[src/design/grc_pkg.sv]
// ----------------------------------------------------------------------------
// grc_pkg
// Shared types, constants and trig/palette helpers of the grid raycaster.
// ----------------------------------------------------------------------------
package grc_pkg;

    localparam int MAP_SIZE_DEF   = 16;
    localparam int MAX_STEPS_DEF  = 1024;
    localparam int ANGLE_BITS_DEF = 12;

    localparam int APB_ADDR_W = 4;
    localparam int APB_DATA_W = 32;

    localparam logic [9:0]  VIEW_COLS_RST      = 10'd740;
    localparam logic [9:0]  SCREEN_HEIGHT_RST  = 10'd600;
    localparam logic [11:0] FIELD_OF_VIEW_RST  = 12'd1365;

    localparam logic [30:0] RECIP_MAX = 31'h7FFF_FFFF;
    localparam logic [23:0] OUTSIDE_COLOR = 24'hFF00FF;

    typedef enum logic [1:0] {
        REG_VIEW_COLS      = 2'd0,
        REG_SCREEN_HEIGHT  = 2'd1,
        REG_FIELD_OF_VIEW  = 2'd2
    } t_reg_idx;

    typedef enum logic {
        OP_WRITE = 1'b0,
        OP_CAST  = 1'b1
    } t_opcode;

    typedef struct packed {
        logic        opcode;
        logic [3:0]  cell_x;
        logic [3:0]  cell_y;
        logic [3:0]  tile_value;
        logic [9:0]  column;
        logic [9:0]  start_column;
        logic [15:0] pos_x;
        logic [15:0] pos_y;
        logic [11:0] view_angle;
    } t_cmd;

    typedef struct packed {
        logic [10:0] screen_column;
        logic [9:0]  wall_height;
        logic [23:0] wall_color;
        logic        hit_x_side;
    } t_res;

    typedef struct packed {
        logic [9:0]  view_cols;
        logic [9:0]  screen_height;
        logic [11:0] field_of_view;
    } t_cfg;

    // quarter-wave sine, unsigned Q1.14
    localparam logic [14:0] SINE_Q14 [17] = '{
        15'd0, 15'd1606, 15'd3196, 15'd4756, 15'd6270, 15'd7723, 15'd9102,
        15'd10394, 15'd11585, 15'd12665, 15'd13623, 15'd14449, 15'd15137,
        15'd15679, 15'd16069, 15'd16305, 15'd16384
    };

    function automatic logic signed [15:0] sine16(input logic [15:0] phase);
        logic [1:0]  q;
        logic [14:0] w;
        logic [4:0]  idx;
        logic [4:0]  idx_n;
        logic [9:0]  frac;
        logic [10:0] diff;
        logic [20:0] prod;
        logic [14:0] v;
        q = phase[15:14];
        w = {1'b0, phase[13:0]};
        if (q[0]) begin
            w = 15'h4000 - w;
        end
        idx   = w[14:10];
        idx_n = idx + 5'd1;
        frac  = w[9:0];
        if (idx >= 5'd16) begin
            v = 15'd16384;
        end else begin
            diff = 11'(SINE_Q14[idx_n] - SINE_Q14[idx]);
            prod = diff * frac;
            v = SINE_Q14[idx] + 15'(prod >> 10);
        end
        return q[1] ? -$signed({1'b0, v}) : $signed({1'b0, v});
    endfunction

    function automatic logic [23:0] palette(input logic [3:0] tile, input logic shade);
        logic [23:0] c;
        unique case (tile)
            4'd1:    c = shade ? 24'hDDDDDD : 24'hFFFFFF;
            4'd2:    c = shade ? 24'hDD0000 : 24'hFF0000;
            4'd3:    c = shade ? 24'h00DD00 : 24'h00FF00;
            4'd4:    c = shade ? 24'h0000DD : 24'h0000FF;
            4'd5:    c = shade ? 24'hDD00DD : 24'hFF00FF;
            4'd6:    c = shade ? 24'h333333 : 24'h444444;
            default: c = OUTSIDE_COLOR;
        endcase
        return c;
    endfunction

endpackage

[src/design/grc_stream_if.sv]
// ----------------------------------------------------------------------------
// grc_stream_if
// Valid/ready channel carrying one payload item per transfer.
// ----------------------------------------------------------------------------
interface grc_stream_if #(parameter type T = logic);
    logic valid;
    logic ready;
    T     payload;

    modport source (output valid, output payload, input ready);
    modport sink   (input valid, input payload, output ready);
endinterface

[src/design/grc_cfg.sv]
// ----------------------------------------------------------------------------
// grc_cfg
// APB register bank: view column count, screen height and field of view.
// ----------------------------------------------------------------------------
module grc_cfg import grc_pkg::*; (
    input  logic                  i_clk,
    input  logic                  i_rst_n,
    input  logic                  psel,
    input  logic                  penable,
    input  logic                  pwrite,
    input  logic [APB_ADDR_W-1:0] paddr,
    input  logic [APB_DATA_W-1:0] pwdata,
    output logic [APB_DATA_W-1:0] prdata,
    output logic                  pready,
    output t_cfg                  o_cfg
);

    t_cfg     r_cfg;
    t_reg_idx reg_idx;

    assign reg_idx = t_reg_idx'(paddr[3:2]);
    assign pready  = 1'b1;
    assign o_cfg   = r_cfg;

    always_ff @(posedge i_clk) begin
        if (!i_rst_n) begin
            r_cfg.view_cols      <= VIEW_COLS_RST;
            r_cfg.screen_height  <= SCREEN_HEIGHT_RST;
            r_cfg.field_of_view  <= FIELD_OF_VIEW_RST;
        end else if (psel && penable && pwrite) begin
            unique case (reg_idx)
                REG_VIEW_COLS:      r_cfg.view_cols      <= pwdata[9:0];
                REG_SCREEN_HEIGHT:  r_cfg.screen_height  <= pwdata[9:0];
                REG_FIELD_OF_VIEW:  r_cfg.field_of_view  <= pwdata[11:0];
                default: ;
            endcase
        end
    end

    always_comb begin
        unique case (reg_idx)
            REG_VIEW_COLS:      prdata = APB_DATA_W'(r_cfg.view_cols);
            REG_SCREEN_HEIGHT:  prdata = APB_DATA_W'(r_cfg.screen_height);
            REG_FIELD_OF_VIEW:  prdata = APB_DATA_W'(r_cfg.field_of_view);
            default:            prdata = '0;
        endcase
    end

endmodule

[src/design/grc_map.sv]
// ----------------------------------------------------------------------------
// grc_map
// Tile map memory, one write and one registered read port, cleared after reset.
// ----------------------------------------------------------------------------
module grc_map #(
    parameter int MAP_SIZE = 16
) (
    input  logic                                i_clk,
    input  logic                                i_rst_n,
    input  logic                                i_we,
    input  logic [$clog2(MAP_SIZE*MAP_SIZE)-1:0] i_waddr,
    input  logic [3:0]                          i_wdata,
    input  logic [$clog2(MAP_SIZE*MAP_SIZE)-1:0] i_raddr,
    output logic [3:0]                          o_rdata,
    output logic                                o_clearing
);

    localparam int DEPTH = MAP_SIZE * MAP_SIZE;
    localparam int AW    = $clog2(DEPTH);

    logic [3:0]    r_mem [DEPTH];
    logic [3:0]    r_rdata;
    logic          r_clearing;
    logic [AW-1:0] r_clr_addr;
    logic          we;
    logic [AW-1:0] waddr;
    logic [3:0]    wdata;

    assign o_clearing = r_clearing;
    assign o_rdata    = r_rdata;

    // clear sweep owns the write port until every entry is zero
    assign we    = r_clearing || i_we;
    assign waddr = r_clearing ? r_clr_addr : i_waddr;
    assign wdata = r_clearing ? 4'd0 : i_wdata;

    always_ff @(posedge i_clk) begin
        if (!i_rst_n) begin
            r_clearing <= 1'b1;
            r_clr_addr <= '0;
        end else if (r_clearing) begin
            r_clr_addr <= r_clr_addr + AW'(1);
            if (r_clr_addr == AW'(DEPTH - 1)) begin
                r_clearing <= 1'b0;
            end
        end
    end

    always_ff @(posedge i_clk) begin
        if (we) begin
            r_mem[waddr] <= wdata;
        end
        r_rdata <= r_mem[i_raddr];
    end

endmodule

[src/design/grc_div.sv]
// ----------------------------------------------------------------------------
// grc_div
// Restoring unsigned divider, one quotient bit per cycle.
// ----------------------------------------------------------------------------
module grc_div #(
    parameter int DW = 33
) (
    input  logic          i_clk,
    input  logic          i_rst_n,
    input  logic          i_start,
    input  logic [DW-1:0] i_num,
    input  logic [DW-1:0] i_den,
    output logic          o_done,
    output logic [DW-1:0] o_quo
);

    localparam int CNTW = $clog2(DW + 1);

    logic [DW-1:0]   r_rem;
    logic [DW-1:0]   r_quo;
    logic [DW-1:0]   r_den;
    logic [CNTW-1:0] r_cnt;
    logic            r_busy;
    logic            r_done;
    logic [DW:0]     trial;
    logic [DW:0]     diff;
    logic            ge;

    assign trial  = {r_rem, r_quo[DW-1]};
    assign diff   = trial - {1'b0, r_den};
    assign ge     = trial >= {1'b0, r_den};
    assign o_done = r_done;
    assign o_quo  = r_quo;

    always_ff @(posedge i_clk) begin
        if (!i_rst_n) begin
            r_busy <= 1'b0;
            r_done <= 1'b0;
            r_cnt  <= '0;
        end else begin
            r_done <= 1'b0;
            if (i_start) begin
                r_busy <= 1'b1;
                r_cnt  <= CNTW'(DW);
            end else if (r_busy) begin
                r_cnt <= r_cnt - CNTW'(1);
                if (r_cnt == CNTW'(1)) begin
                    r_busy <= 1'b0;
                    r_done <= 1'b1;
                end
            end
        end
    end

    // numerator shifts out of the top of r_quo as quotient bits shift in
    always_ff @(posedge i_clk) begin
        if (i_start) begin
            r_quo <= i_num;
            r_rem <= '0;
            r_den <= i_den;
        end else if (r_busy) begin
            r_rem <= ge ? diff[DW-1:0] : trial[DW-1:0];
            r_quo <= {r_quo[DW-2:0], ge};
        end
    end

endmodule

[src/design/grid_raycast_column.sv]
// ----------------------------------------------------------------------------
// grid_raycast_column
// A map write goes straight to the tile map. A cast runs the angle, ray and
// reciprocal divisions, walks the map cells, then the distance and height
// divisions and registers its column; a division is skipped when its divisor
// would be zero (divider width DW = 33 at the default map size).
// Throughput: one command in flight, the next taken once the column is registered. Reset: map swept to zero.
// ----------------------------------------------------------------------------
module grid_raycast_column import grc_pkg::*; #(
    parameter int MAP_SIZE   = MAP_SIZE_DEF,
    parameter int MAX_STEPS  = MAX_STEPS_DEF,
    parameter int ANGLE_BITS = ANGLE_BITS_DEF
) (
    input  logic                  i_clk,
    input  logic                  i_rst_n,
    grc_stream_if.sink            i_cmd,
    grc_stream_if.source          o_res,
    input  logic                  psel,
    input  logic                  penable,
    input  logic                  pwrite,
    input  logic [APB_ADDR_W-1:0] paddr,
    input  logic [APB_DATA_W-1:0] pwdata,
    output logic [APB_DATA_W-1:0] prdata,
    output logic                  pready
);

    localparam int AW   = $clog2(MAP_SIZE * MAP_SIZE);
    localparam int CW   = $clog2(((MAP_SIZE > 16) ? MAP_SIZE : 16) + 1) + 1;
    localparam int NUMW = ((CW + 12 > 17) ? CW + 12 : 17) + 1;
    localparam int DW   = NUMW + 14;
    localparam int STW  = $clog2(MAX_STEPS + 1);
    localparam int SDW  = 32 + STW;

    typedef enum logic [13:0] {
        S_IDLE     = 14'b00000000000001,
        S_ANG_MUL  = 14'b00000000000010,
        S_ANG_DIV  = 14'b00000000000100,
        S_TRIG     = 14'b00000000001000,
        S_RX_DIV   = 14'b00000000010000,
        S_RY_DIV   = 14'b00000000100000,
        S_SIDE     = 14'b00000001000000,
        S_WALK_RD  = 14'b00000010000000,
        S_WALK_CHK = 14'b00000100000000,
        S_NUM      = 14'b00001000000000,
        S_DIST_DIV = 14'b00010000000000,
        S_H_DIV    = 14'b00100000000000,
        S_FIN      = 14'b01000000000000,
        S_SPARE    = 14'b10000000000000
    } t_state;

    t_cfg cfg;
    t_cmd cmd;

    t_state r_state, n_state;
    logic   r_out_valid;
    logic   r_div_run;
    t_res   r_res;

    logic [9:0]             r_col;
    logic [9:0]             r_start;
    logic [15:0]            r_px;
    logic [15:0]            r_py;
    logic [11:0]            r_view;
    logic [21:0]            r_prod;
    logic [ANGLE_BITS-1:0]  r_ang;
    logic signed [15:0]     r_dx;
    logic signed [15:0]     r_dy;
    logic [30:0]            r_ddx;
    logic [30:0]            r_ddy;
    logic [SDW-1:0]         r_sdx;
    logic [SDW-1:0]         r_sdy;
    logic signed [CW-1:0]   r_mx;
    logic signed [CW-1:0]   r_my;
    logic                   r_xside;
    logic [STW-1:0]         r_steps;
    logic                   r_cell_in;
    logic [3:0]             r_cell;
    logic [NUMW-1:0]        r_an;
    logic [14:0]            r_dnorm;
    logic [9:0]             r_height;

    logic            cmd_acc;
    logic            out_free;
    logic            clearing;
    logic            map_we;
    logic [AW-1:0]   map_waddr;
    logic [AW-1:0]   map_raddr;
    logic [3:0]      map_rdata;
    logic            div_start;
    logic            div_done;
    logic            div_take;
    logic [DW-1:0]   div_num;
    logic [DW-1:0]   div_den;
    logic [DW-1:0]   div_quo;
    logic [9:0]      vw_eff;
    logic [15:0]     phase;
    logic [14:0]     adx;
    logic [14:0]     ady;
    logic            in_map;
    logic            walk_stop;
    logic [12:0]     fx;
    logic [12:0]     fy;
    logic [43:0]     px_prod;
    logic [43:0]     py_prod;
    logic signed [NUMW-1:0] num_v;
    logic signed [CW-1:0]   sel_cell;
    logic [15:0]            sel_pos;
    logic [12:0]            sel_off;
    logic signed [15:0]     sel_d;

    assign cmd     = i_cmd.payload;
    assign cmd_acc = i_cmd.valid && i_cmd.ready;
    assign i_cmd.ready = (r_state == S_IDLE) && !clearing;
    assign out_free    = !r_out_valid || o_res.ready;
    assign o_res.valid   = r_out_valid;
    assign o_res.payload = r_res;

    grc_cfg u_cfg (
        .i_clk   (i_clk),
        .i_rst_n (i_rst_n),
        .psel    (psel),
        .penable (penable),
        .pwrite  (pwrite),
        .paddr   (paddr),
        .pwdata  (pwdata),
        .prdata  (prdata),
        .pready  (pready),
        .o_cfg   (cfg)
    );

    assign map_we = cmd_acc && (t_opcode'(cmd.opcode) == OP_WRITE)
                 && (int'(cmd.cell_x) < MAP_SIZE) && (int'(cmd.cell_y) < MAP_SIZE);
    assign map_waddr = AW'(int'(cmd.cell_y) * MAP_SIZE + int'(cmd.cell_x));
    assign in_map = (r_mx >= 0) && (r_mx < $signed(CW'(MAP_SIZE)))
                 && (r_my >= 0) && (r_my < $signed(CW'(MAP_SIZE)));
    assign map_raddr = AW'(int'(r_my) * MAP_SIZE + int'(r_mx));

    grc_map #(.MAP_SIZE(MAP_SIZE)) u_map (
        .i_clk      (i_clk),
        .i_rst_n    (i_rst_n),
        .i_we       (map_we),
        .i_waddr    (map_waddr),
        .i_wdata    (cmd.tile_value),
        .i_raddr    (map_raddr),
        .o_rdata    (map_rdata),
        .o_clearing (clearing)
    );

    grc_div #(.DW(DW)) u_div (
        .i_clk   (i_clk),
        .i_rst_n (i_rst_n),
        .i_start (div_start),
        .i_num   (div_num),
        .i_den   (div_den),
        .o_done  (div_done),
        .o_quo   (div_quo)
    );

    assign div_take = r_div_run && div_done;
    assign vw_eff   = (cfg.view_cols == 10'd0) ? 10'd1 : cfg.view_cols;
    assign phase    = 16'(r_ang) << (16 - ANGLE_BITS);
    assign adx      = 15'(r_dx < 0 ? -r_dx : r_dx);
    assign ady      = 15'(r_dy < 0 ? -r_dy : r_dy);

    // a ray stops on a wall, on leaving the map or when the step budget is spent
    assign walk_stop = !r_cell_in || (map_rdata != 4'd0) || (r_steps == STW'(MAX_STEPS));

    // fraction of the first cell still to cross along each axis
    assign fx = (r_dx > 0) ? 13'd4096 - 13'(r_px[11:0])
              : (r_dx < 0) ? 13'(r_px[11:0]) : 13'd2048;
    assign fy = (r_dy > 0) ? 13'd4096 - 13'(r_py[11:0])
              : (r_dy < 0) ? 13'(r_py[11:0]) : 13'd2048;
    assign px_prod = fx * r_ddx;
    assign py_prod = fy * r_ddy;

    assign sel_cell = r_xside ? r_mx : r_my;
    assign sel_pos  = r_xside ? r_px : r_py;
    assign sel_d    = r_xside ? r_dx : r_dy;
    assign sel_off  = (sel_d > 0) ? 13'd0 : (sel_d < 0) ? 13'd4096 : 13'd2048;
    assign num_v    = (NUMW'(sel_cell) <<< 12) - $signed(NUMW'(sel_pos))
                    + $signed(NUMW'(sel_off));

    always_comb begin
        unique case (r_state)
            S_ANG_DIV: begin
                div_num = DW'(r_prod);
                div_den = DW'(vw_eff);
            end
            S_RX_DIV: begin
                div_num = DW'(32'h4000_0000);
                div_den = DW'(adx);
            end
            S_RY_DIV: begin
                div_num = DW'(32'h4000_0000);
                div_den = DW'(ady);
            end
            S_DIST_DIV: begin
                div_num = DW'(r_an) << 14;
                div_den = DW'(r_dnorm);
            end
            S_H_DIV: begin
                div_num = DW'(cfg.screen_height) << 12;
                div_den = div_quo;
            end
            default: begin
                div_num = '0;
                div_den = '0;
            end
        endcase
    end

    always_comb begin
        n_state   = r_state;
        div_start = 1'b0;
        unique case (r_state)
            S_IDLE: begin
                if (cmd_acc && (t_opcode'(cmd.opcode) == OP_CAST)) begin
                    n_state = S_ANG_MUL;
                end
            end
            S_ANG_MUL: n_state = S_ANG_DIV;
            S_ANG_DIV: begin
                if (!r_div_run) begin
                    div_start = 1'b1;
                end else if (div_done) begin
                    n_state = S_TRIG;
                end
            end
            S_TRIG: n_state = S_RX_DIV;
            S_RX_DIV: begin
                if (r_dx == 16'sd0) begin
                    n_state = S_RY_DIV;
                end else if (!r_div_run) begin
                    div_start = 1'b1;
                end else if (div_done) begin
                    n_state = S_RY_DIV;
                end
            end
            S_RY_DIV: begin
                if (r_dy == 16'sd0) begin
                    n_state = S_SIDE;
                end else if (!r_div_run) begin
                    div_start = 1'b1;
                end else if (div_done) begin
                    n_state = S_SIDE;
                end
            end
            S_SIDE:     n_state = S_WALK_RD;
            S_WALK_RD:  n_state = S_WALK_CHK;
            S_WALK_CHK: n_state = walk_stop ? S_NUM : S_WALK_RD;
            S_NUM:      n_state = S_DIST_DIV;
            S_DIST_DIV: begin
                if (r_dnorm == 15'd0) begin
                    n_state = S_FIN;
                end else if (!r_div_run) begin
                    div_start = 1'b1;
                end else if (div_done) begin
                    n_state = (div_quo == '0) ? S_FIN : S_H_DIV;
                end
            end
            S_H_DIV: begin
                // the distance quotient is still held by the divider at start
                if (!r_div_run) begin
                    div_start = 1'b1;
                end else if (div_done) begin
                    n_state = S_FIN;
                end
            end
            S_FIN: begin
                if (out_free) begin
                    n_state = S_IDLE;
                end
            end
            default: n_state = S_IDLE;
        endcase
    end

    always_ff @(posedge i_clk) begin
        if (!i_rst_n) begin
            r_state     <= S_IDLE;
            r_out_valid <= 1'b0;
            r_div_run   <= 1'b0;
        end else begin
            r_state <= n_state;
            if (div_start) begin
                r_div_run <= 1'b1;
            end else if (div_done) begin
                r_div_run <= 1'b0;
            end
            if ((r_state == S_FIN) && out_free) begin
                r_out_valid <= 1'b1;
            end else if (o_res.ready) begin
                r_out_valid <= 1'b0;
            end
        end
    end

    always_ff @(posedge i_clk) begin
        if (cmd_acc) begin
            r_col   <= cmd.column;
            r_start <= cmd.start_column;
            r_px    <= cmd.pos_x;
            r_py    <= cmd.pos_y;
            r_view  <= cmd.view_angle;
        end
        unique case (r_state)
            S_ANG_MUL: r_prod <= r_col * cfg.field_of_view;
            S_ANG_DIV: begin
                if (div_take) begin
                    r_ang <= ANGLE_BITS'(div_quo + DW'(r_view)
                                         - DW'(cfg.field_of_view >> 1));
                end
            end
            S_TRIG: begin
                r_dx <= sine16(phase + 16'h4000);
                r_dy <= sine16(phase);
            end
            S_RX_DIV: begin
                if (r_dx == 16'sd0) begin
                    r_ddx <= RECIP_MAX;
                end else if (div_take) begin
                    r_ddx <= 31'(div_quo);
                end
            end
            S_RY_DIV: begin
                if (r_dy == 16'sd0) begin
                    r_ddy <= RECIP_MAX;
                end else if (div_take) begin
                    r_ddy <= 31'(div_quo);
                end
            end
            S_SIDE: begin
                r_sdx   <= SDW'(px_prod >> 12);
                r_sdy   <= SDW'(py_prod >> 12);
                r_mx    <= $signed(CW'(r_px[15:12]));
                r_my    <= $signed(CW'(r_py[15:12]));
                r_xside <= 1'b0;
                r_steps <= '0;
            end
            S_WALK_RD: r_cell_in <= in_map;
            S_WALK_CHK: begin
                if (walk_stop) begin
                    r_cell <= map_rdata;
                end else begin
                    r_steps <= r_steps + STW'(1);
                    if (r_sdx < r_sdy) begin
                        r_sdx   <= r_sdx + SDW'(r_ddx);
                        r_xside <= 1'b1;
                        if (r_dx > 0) begin
                            r_mx <= r_mx + CW'(1);
                        end else if (r_dx < 0) begin
                            r_mx <= r_mx - CW'(1);
                        end
                    end else begin
                        r_sdy   <= r_sdy + SDW'(r_ddy);
                        r_xside <= 1'b0;
                        if (r_dy > 0) begin
                            r_my <= r_my + CW'(1);
                        end else if (r_dy < 0) begin
                            r_my <= r_my - CW'(1);
                        end
                    end
                end
            end
            S_NUM: begin
                r_an    <= num_v[NUMW-1] ? NUMW'(-num_v) : NUMW'(num_v);
                r_dnorm <= r_xside ? adx : ady;
            end
            S_DIST_DIV: begin
                if (r_dnorm == 15'd0) begin
                    r_height <= 10'd0;
                end else if (div_take && (div_quo == '0)) begin
                    r_height <= cfg.screen_height;
                end
            end
            S_H_DIV: begin
                if (div_take) begin
                    r_height <= (div_quo > DW'(cfg.screen_height)) ? cfg.screen_height
                                                                   : div_quo[9:0];
                end
            end
            S_FIN: begin
                if (out_free) begin
                    r_res.screen_column <= 11'(r_start) + 11'(r_col);
                    r_res.wall_height   <= r_height;
                    r_res.wall_color    <= r_cell_in ? palette(r_cell, r_xside)
                                                     : OUTSIDE_COLOR;
                    r_res.hit_x_side    <= r_xside;
                end
            end
            default: ;
        endcase
    end

endmodule
[src/flat_wrapper.sv]
// flat-port wrapper written by rule: the top's interface ports become plain ports
module grid_raycast_column_flat import grc_pkg::*;
#(
    parameter int MAP_SIZE   = MAP_SIZE_DEF,
    parameter int MAX_STEPS  = MAX_STEPS_DEF,
    parameter int ANGLE_BITS = ANGLE_BITS_DEF
)
  (i_clk, i_rst_n, psel, penable, pwrite, paddr, pwdata, prdata, pready, i_cmd_valid, i_cmd_payload, i_cmd_ready, o_res_valid, o_res_payload, o_res_ready);
  grc_stream_if i_cmd_i ();
  grc_stream_if o_res_i ();
  input  logic i_clk;
  input  logic i_rst_n;
  input  logic psel;
  input  logic penable;
  input  logic pwrite;
  input  logic [APB_ADDR_W-1:0] paddr;
  input  logic [APB_DATA_W-1:0] pwdata;
  output logic [APB_DATA_W-1:0] prdata;
  output logic pready;
  input wire logic [$bits(i_cmd_i.valid)-1:0] i_cmd_valid;
  input wire logic [$bits(i_cmd_i.payload)-1:0] i_cmd_payload;
  output wire logic [$bits(i_cmd_i.ready)-1:0] i_cmd_ready;
  output wire logic [$bits(o_res_i.valid)-1:0] o_res_valid;
  output wire logic [$bits(o_res_i.payload)-1:0] o_res_payload;
  input wire logic [$bits(o_res_i.ready)-1:0] o_res_ready;
  assign i_cmd_i.valid = i_cmd_valid;
  assign i_cmd_i.payload = i_cmd_payload;
  assign i_cmd_ready = i_cmd_i.ready;
  assign o_res_valid = o_res_i.valid;
  assign o_res_payload = o_res_i.payload;
  assign o_res_i.ready = o_res_ready;
  grid_raycast_column #(.MAP_SIZE(MAP_SIZE), .MAX_STEPS(MAX_STEPS), .ANGLE_BITS(ANGLE_BITS)) u_core (.i_clk(i_clk), .i_rst_n(i_rst_n), .i_cmd(i_cmd_i), .o_res(o_res_i), .psel(psel), .penable(penable), .pwrite(pwrite), .paddr(paddr), .pwdata(pwdata), .prdata(prdata), .pready(pready));
endmodule
[config.mk]
export PLATFORM = sky130hd
export DESIGN_NAME = grid_raycast_column_flat
export DESIGN_NICKNAME = d
export VERILOG_FILES = /design/src/design/grc_pkg.sv /design/src/design/grc_stream_if.sv /design/src/design/grc_cfg.sv /design/src/design/grc_map.sv /design/src/design/grc_div.sv /design/src/design/grid_raycast_column.sv /design/src/flat_wrapper.sv
export SDC_FILE = /design/constraint.sdc
export NUM_CORES = 1
export LEC_CHECK = 0
export BUFFER_PORTS_ARGS = -buffer_cell sky130_fd_sc_hd__buf_2
export CAP_MARGIN = 20
export CORE_ASPECT_RATIO = 1.1
export CORE_MARGIN = 2
export CORE_UTILIZATION = 51
export DETAILED_ROUTE_END_ITERATION = 8
export PLACE_DENSITY = 0.78
export SYNTH_ARGS = -nofsm -noshare
export SYNTH_HDL_FRONTEND = slang
export SYNTH_SLANG_ARGS = --single-unit
[constraint.sdc]
create_clock -name i_clk -period 7.3 [get_ports i_clk]
set_clock_uncertainty 0.05 [all_clocks]
set_input_delay 1.46 -clock i_clk [delete_from_list [all_inputs] [get_ports i_clk]]
set_output_delay 1.46 -clock i_clk [all_outputs]
set_load 0.1 [all_outputs]
# Yosys cells after proc, flatten, opt, wreduce, memory -nomap -nowiden

Memory sizes are Yosys's and may differ from the RTL's.
Cells that the tools add are included.

Memories: 4
Word-level logic and storage cells: 267
ROM bits: 1,920
Register bits after elaboration: 421
Output and inout port bits: 36

Add/subtract/negate cells: 27
Bitwise logic cells: 7
Order comparisons: 18
Eq/ne operators: 34
Multipliers: 4
Multiplexer cells: 93
Reduce and logical (&&, ||, !) cells: 45

Memory list:

| memory          | depth | width | read ports | clocked after memory_dff | write ports | line          | RTL |
|---|---|---|---|---|---|---|---|
| (no name shown) | 32    | 15    | 1          | 0                        | 0           | grc_pkg.sv:86 | `v = SINE_Q14[idx] + 15'(prod >> 10);` |
| (no name shown) | 32    | 15    | 1          | 0                        | 0           | grc_pkg.sv:84 | `diff = 11'(SINE_Q14[idx_n] - SINE_Q14[idx]);` |
| (no name shown) | 32    | 15    | 1          | 0                        | 0           | grc_pkg.sv:84 |  |
| (no name shown) | 32    | 15    | 1          | 0                        | 0           | grc_pkg.sv:84 |  |

Operators with widths:

| operator            | number |
|---|---|
| $mux 15             | 17 |
| $mux 14             | 14 |
| $pmux 14 s13        | 1 |
| $mux 43             | 4 |
| $pmux 43 s2         | 2 |
| $pmux 33 s5         | 1 |
| $mux 33             | 3 |
| $pmux 33 s3         | 1 |
| $mul 13x31->44      | 2 |
| $add 43x31->43      | 2 |
| $mux 6              | 11 |
| $mux 13             | 5 |
| $mux 11             | 5 |
| $gt 16x1->1 const B | 3 |
| $lt 16x1->1 const B | 3 |
| $lt 43x43->1        | 1 |
| $mul 11x10->21      | 2 |
| $pmux 12 s3         | 1 |
| $ge 34x33->1        | 1 |
| $logic_not 33->1    | 1 |
| $sub 33x33->33      | 1 |
| $logic_not 16->1    | 2 |
| $neg 15->16         | 2 |
| $mux 31             | 1 |
| 66 further kinds    | 142 |

# Longest topological paths before layout

Depth after elaboration: 16
Mapped depth: 14
Depth with buffers taken out: 13

# Modules after synthesis

From an unflattened synthesis, not the netlist that was laid out.

Cell total of the unflattened synthesis: 3,280
Area total of the unflattened synthesis: 51,486.9 sq um

By module, submodules not included:

| module              | instances | cells an instance | seq. area each (sq um) | area each (sq um) |
|---|---|---|---|---|
| grc_map             | 1         | 2,236             | 31,009.7               | 41,362.2 |
| grc_div             | 1         | 592               | 2,802.7                | 6,035.8 |
| grid_raycast_column | 1         | 253               | 1,051.0                | 2,373.5 |
| grc_cfg             | 1         | 199               | 640.6                  | 1,715.4 |

# Worst setup path after synthesis

OpenSTA, ideal clock, no wires.

Path type: input port to output port
Start: input paddr[2]
End: output prdata[0]
Setup slack: 1,437 ps
Required time: 5,790 ps
Path buffers: 2
Arrival time: 4,353 ps
Cell stages on the path: 4
Path through: clkbuf_1 clkbuf_1 mux2i_1 o21ai_0

Word-level cells in the longest chain between the ends: 2
Elaborated cells between the ends (all ways): 4

RTL lines:

| item                               | line               | RTL |
|---|---|---|
| from (decl)                        | flat_wrapper.sv:16 | `input logic [APB_ADDR_W-1:0] paddr;` |
| $eq 2x2->1 (tied with other cells) | grc_cfg.sv:41      | `unique case (reg_idx)` |
| $pmux 12 s3 *                      | grc_cfg.sv:41      |  |
| to (decl)                          | flat_wrapper.sv:18 | `output logic [APB_DATA_W-1:0] prdata;` |

Every way passes the cells marked *; elsewhere a longest branch is shown, timed or not.

# Worst setup path in the final report

Start: input paddr[3]
End: output prdata[2]

The elaborated chain is that of the path after synthesis.

==> reports/qor.log <==
INFO  power          p_leak=4.56nW
INFO  yosys          synth_largest_area_cell=edfxtp_1
INFO  yosys          syn_area_per_cell=9.68um2
INFO  place          gpl.final_weighted_congestion=0.866
INFO  yosys          synthMostInstantiatedCell=nand2_1
INFO  clocking       post_cts_buffers=0
INFO  sta            timing.final.max_slew_violations=0
INFO  clocking       clock_sink_count=186
INFO  floorplan      initial_core_util=0.523
INFO  clocking       clkLatencyLatePin=430ps
INFO  routing        drtPass1Iterations=5
INFO  place          postPlaceCellArea=10,300um2
INFO  floorplan      die_h=151um
INFO  power          vdd_ir_drop_max=0.197mV
INFO  routing        drc=0
INFO  worst_setup_path crit_type=in -> out
INFO  yosys          synthTopCellsByCount=nand2_1, edfxtp_1, dfxtp_1
INFO  sta            setup-tns-final=0ps
INFO  routing        initialDrtViolationCount=467
INFO  power          power_density=218nW/um2
INFO  sta            achievable-frequency=0.216GHz
INFO  clocking       cts_max_level=4
INFO  cells_and_area final_area=10,900um2
INFO  sta            report.final.hold_viol_count=0
INFO  clocking       clockRootBuffer=clkbuf_16
INFO  yosys          flops_latches_synth=186
INFO  place          dpl.cell_count=1,280
INFO  yosys          ys.flop_type=edfxtp_1
INFO  place          io_buffers=34
INFO  flow_run       maxCapViolCount=0
INFO  routing        route.vias.total=7,193
INFO  cells_and_area finish.cell_count_without_fillers=1,312
INFO  yosys          netlist_area=10,000um2
INFO  global_route   grt_remaining_overflow=0
INFO  global_route   grt_antenna_before_repair=0
INFO  worst_setup_path endpoint_kind=primary output
INFO  sta            max_slew_margin=0.312
INFO  global_route   grt_max_degree=67
INFO  yosys          ys_async_sr_fraction=0
INFO  sta            final.hold.worst_slack=416ps
INFO  floorplan      area_of_the_placeable_core=19,200um2
INFO  routing        totalWireLength=19,200um
INFO  clocking       post_cts_resized=0
INFO  cells_and_area final_nets=1,137
INFO  yosys          ys_top_cells_by_area=edfxtp_1, dfxtp_1, mux2i_1
INFO  yosys          seq_area_frac_synth=0.466
INFO  run_status     outcome=finished clean
INFO  floorplan      ioPinCount=80
INFO  floorplan      dieWidth=138um
INFO  yosys          ys_types=56
INFO  cells_and_area antenna_cells_inserted=0
INFO  routing        average_routed_wire_per_standard_cell=14.6um
INFO  worst_setup_path launching_element_type_of_the_critical_path=primary input
INFO  min_path       min_path_type=reg -> reg
INFO  cells_and_area layout_overhead_on_the_synthesized_area=8.84%
INFO  yosys          post_synth_inst_count=1,035
INFO  sta            tightest_slew=1030ps
INFO  sta            min_period=4620ps
INFO  worst_setup_path required=5790ps
INFO  clocking       cts_buffer_depth=2
INFO  sta            final-setup-viol-count=0
INFO  worst_setup_path critical_path_at=3110ps
INFO  global_route   via_count_of_the_first_global_routing_pass=6,737
INFO  yosys          synth_edf_count=95
INFO  clocking       numCtsBuffers=17
INFO  floorplan      die_area=20,800um2
INFO  global_route   grt_first_pass_wirelength=32,200um
INFO  yosys          ys_warn_count=0
INFO  clocking       clkTransAtPathRegs=70ps
INFO  cells_and_area drive_above_1_share=0.0817
INFO  place          dp_hpwl=13,200um
INFO  routing        vias_per_cell=5.48
INFO  clocking       cts-hold-fix-buffers=0
INFO  sta            min_period_over_period=0.633
INFO  clocking       cts_tree=yes
INFO  worst_setup_path cp_max_fo=15
INFO  routing        detail-route-antenna-nets=0
INFO  global_route   grt_usage=0.194
INFO  floorplan      core.rowCount=53
INFO  sta            rsz0062_at_grt=false
INFO  yosys          yosysTopAreaCellShare=0.285
-- worst max-delay path, cell delays in order --
cell	delay [ps]
buf_2	230
nor2b_1	730
nand2_1	120
o21ai_0	110
buf_2	460
-- worst paths after layout --
check	from	end	slack, ps	cells after the start
min reg2reg	u_core.u_cfg.o_cfg[25]$_SDFFE_PN0P_	u_core.u_cfg.o_cfg[25]$_SDFFE_PN0P_	420	2
min	u_core.u_cfg.o_cfg[25]$_SDFFE_PN0P_	u_core.u_cfg.o_cfg[25]$_SDFFE_PN0P_	420	2
max reg2reg	u_core.u_div.o_quo[32]$_DFFE_PP_	u_core.u_div.r_rem[0]$_SDFFE_PP0P_	3540	14
max	paddr[3]	prdata[2]	2680	5
-- stage by stage --
step / utilization / total power, mW / worst slack [ps]
final: 0.569 / 2.37 / 2680
after global routing: 0.569 / 2.46 / 2510
after detailed placement: 0.537 / 1.44 / 2690
after floorplan: - / 1.41 / 1440
after CTS: 0.569 / 2.39 / 2690
after global placement: 0.537 / 1.43 / 2660
-- sequential cells by signal, summed over array words and instances (netlist names), 6 cells and up --
register and flops:
u_core.u_div.o_quo 33, u_core.u_div.r_den 33, u_core.u_div.r_rem 33, u_core.u_cfg.o_cfg 32
u_core.r_steps 11, u_core.u_map.r_clr_addr 8, u_core.r_an 7, u_core.r_state 7
u_core.r_mx 6, u_core.u_div.r_cnt 6
-- cell type report --
class                   instances  area (um2)
clock inverters                10         118
flip-flops and latches        186        4680
repair buffers                 41         223
inverters                      54         203
clock buffers                  22         497
fillers                      1567        8260
multi-input cells             752        4880
well taps                     247         309
-- power by group --
group	switching, mW	internal [mW]	total (mW)	leakage [nW]
clock network	0.406	0.546	0.952	0.307
registers	0.0242	1.12	1.14	1.49
logic	0.192	0.0886	0.281	2.76
total	0.623	1.75	2.37	4.56
-- routing by layer --
metal / track usage / wire [um]
met4: 0.0588 / 348
met3: 0.0328 / 620
met1: 0.248 / 8660
met5: 0 / 0
met2: 0.336 / 9520
-- cells in the final DEF, fill, tap and decap left out, types with 4 or more instances in the layout --
| cell | instances |
|---|---|
| or2_2 | 4 |
| buf_2 | 34 |
| conb_1 | 24 |
| mux2i_1 | 55 |
| o21bai_1 | 5 |
| a211oi_1 | 6 |
| nor2_1 | 56 |
| ha_1 | 40 |
| and2_1 | 65 |
| a22o_1 | 17 |
| nor4_1 | 18 |
| a21oi_1 | 59 |
| nand3_1 | 32 |
| a31oi_1 | 8 |
| nor3_1 | 14 |
| buf_4 | 7 |
| o21ai_0 | 59 |
| o31ai_1 | 4 |
| nand4_1 | 11 |
| o21a_1 | 7 |
| edfxtp_1 | 95 |
| xnor2_1 | 30 |
| or3_1 | 5 |
| nand2b_1 | 9 |
| a21o_1 | 17 |
| a21boi_0 | 21 |
| inv_6 | 4 |
| and3_1 | 7 |
| xor2_1 | 22 |
| nor2b_1 | 15 |
| inv_1 | 54 |
| nand2_1 | 110 |
| clkbuf_16 | 19 |
| dfxtp_1 | 90 |
| nor3b_1 | 4 |
-- kinds of logic after synthesis --
logic type,share of synthesized area
AO/OA/AOI/OAI,0.144
other,0.000749
AND/OR/NAND/NOR,0.179
adder cells (fa/ha/maj),0.0519
flip-flops,0.466
multiplexers,0.0572
XOR/XNOR,0.0454
buffers and inverters,0.0551
Power figures use the tool's default switching activity.
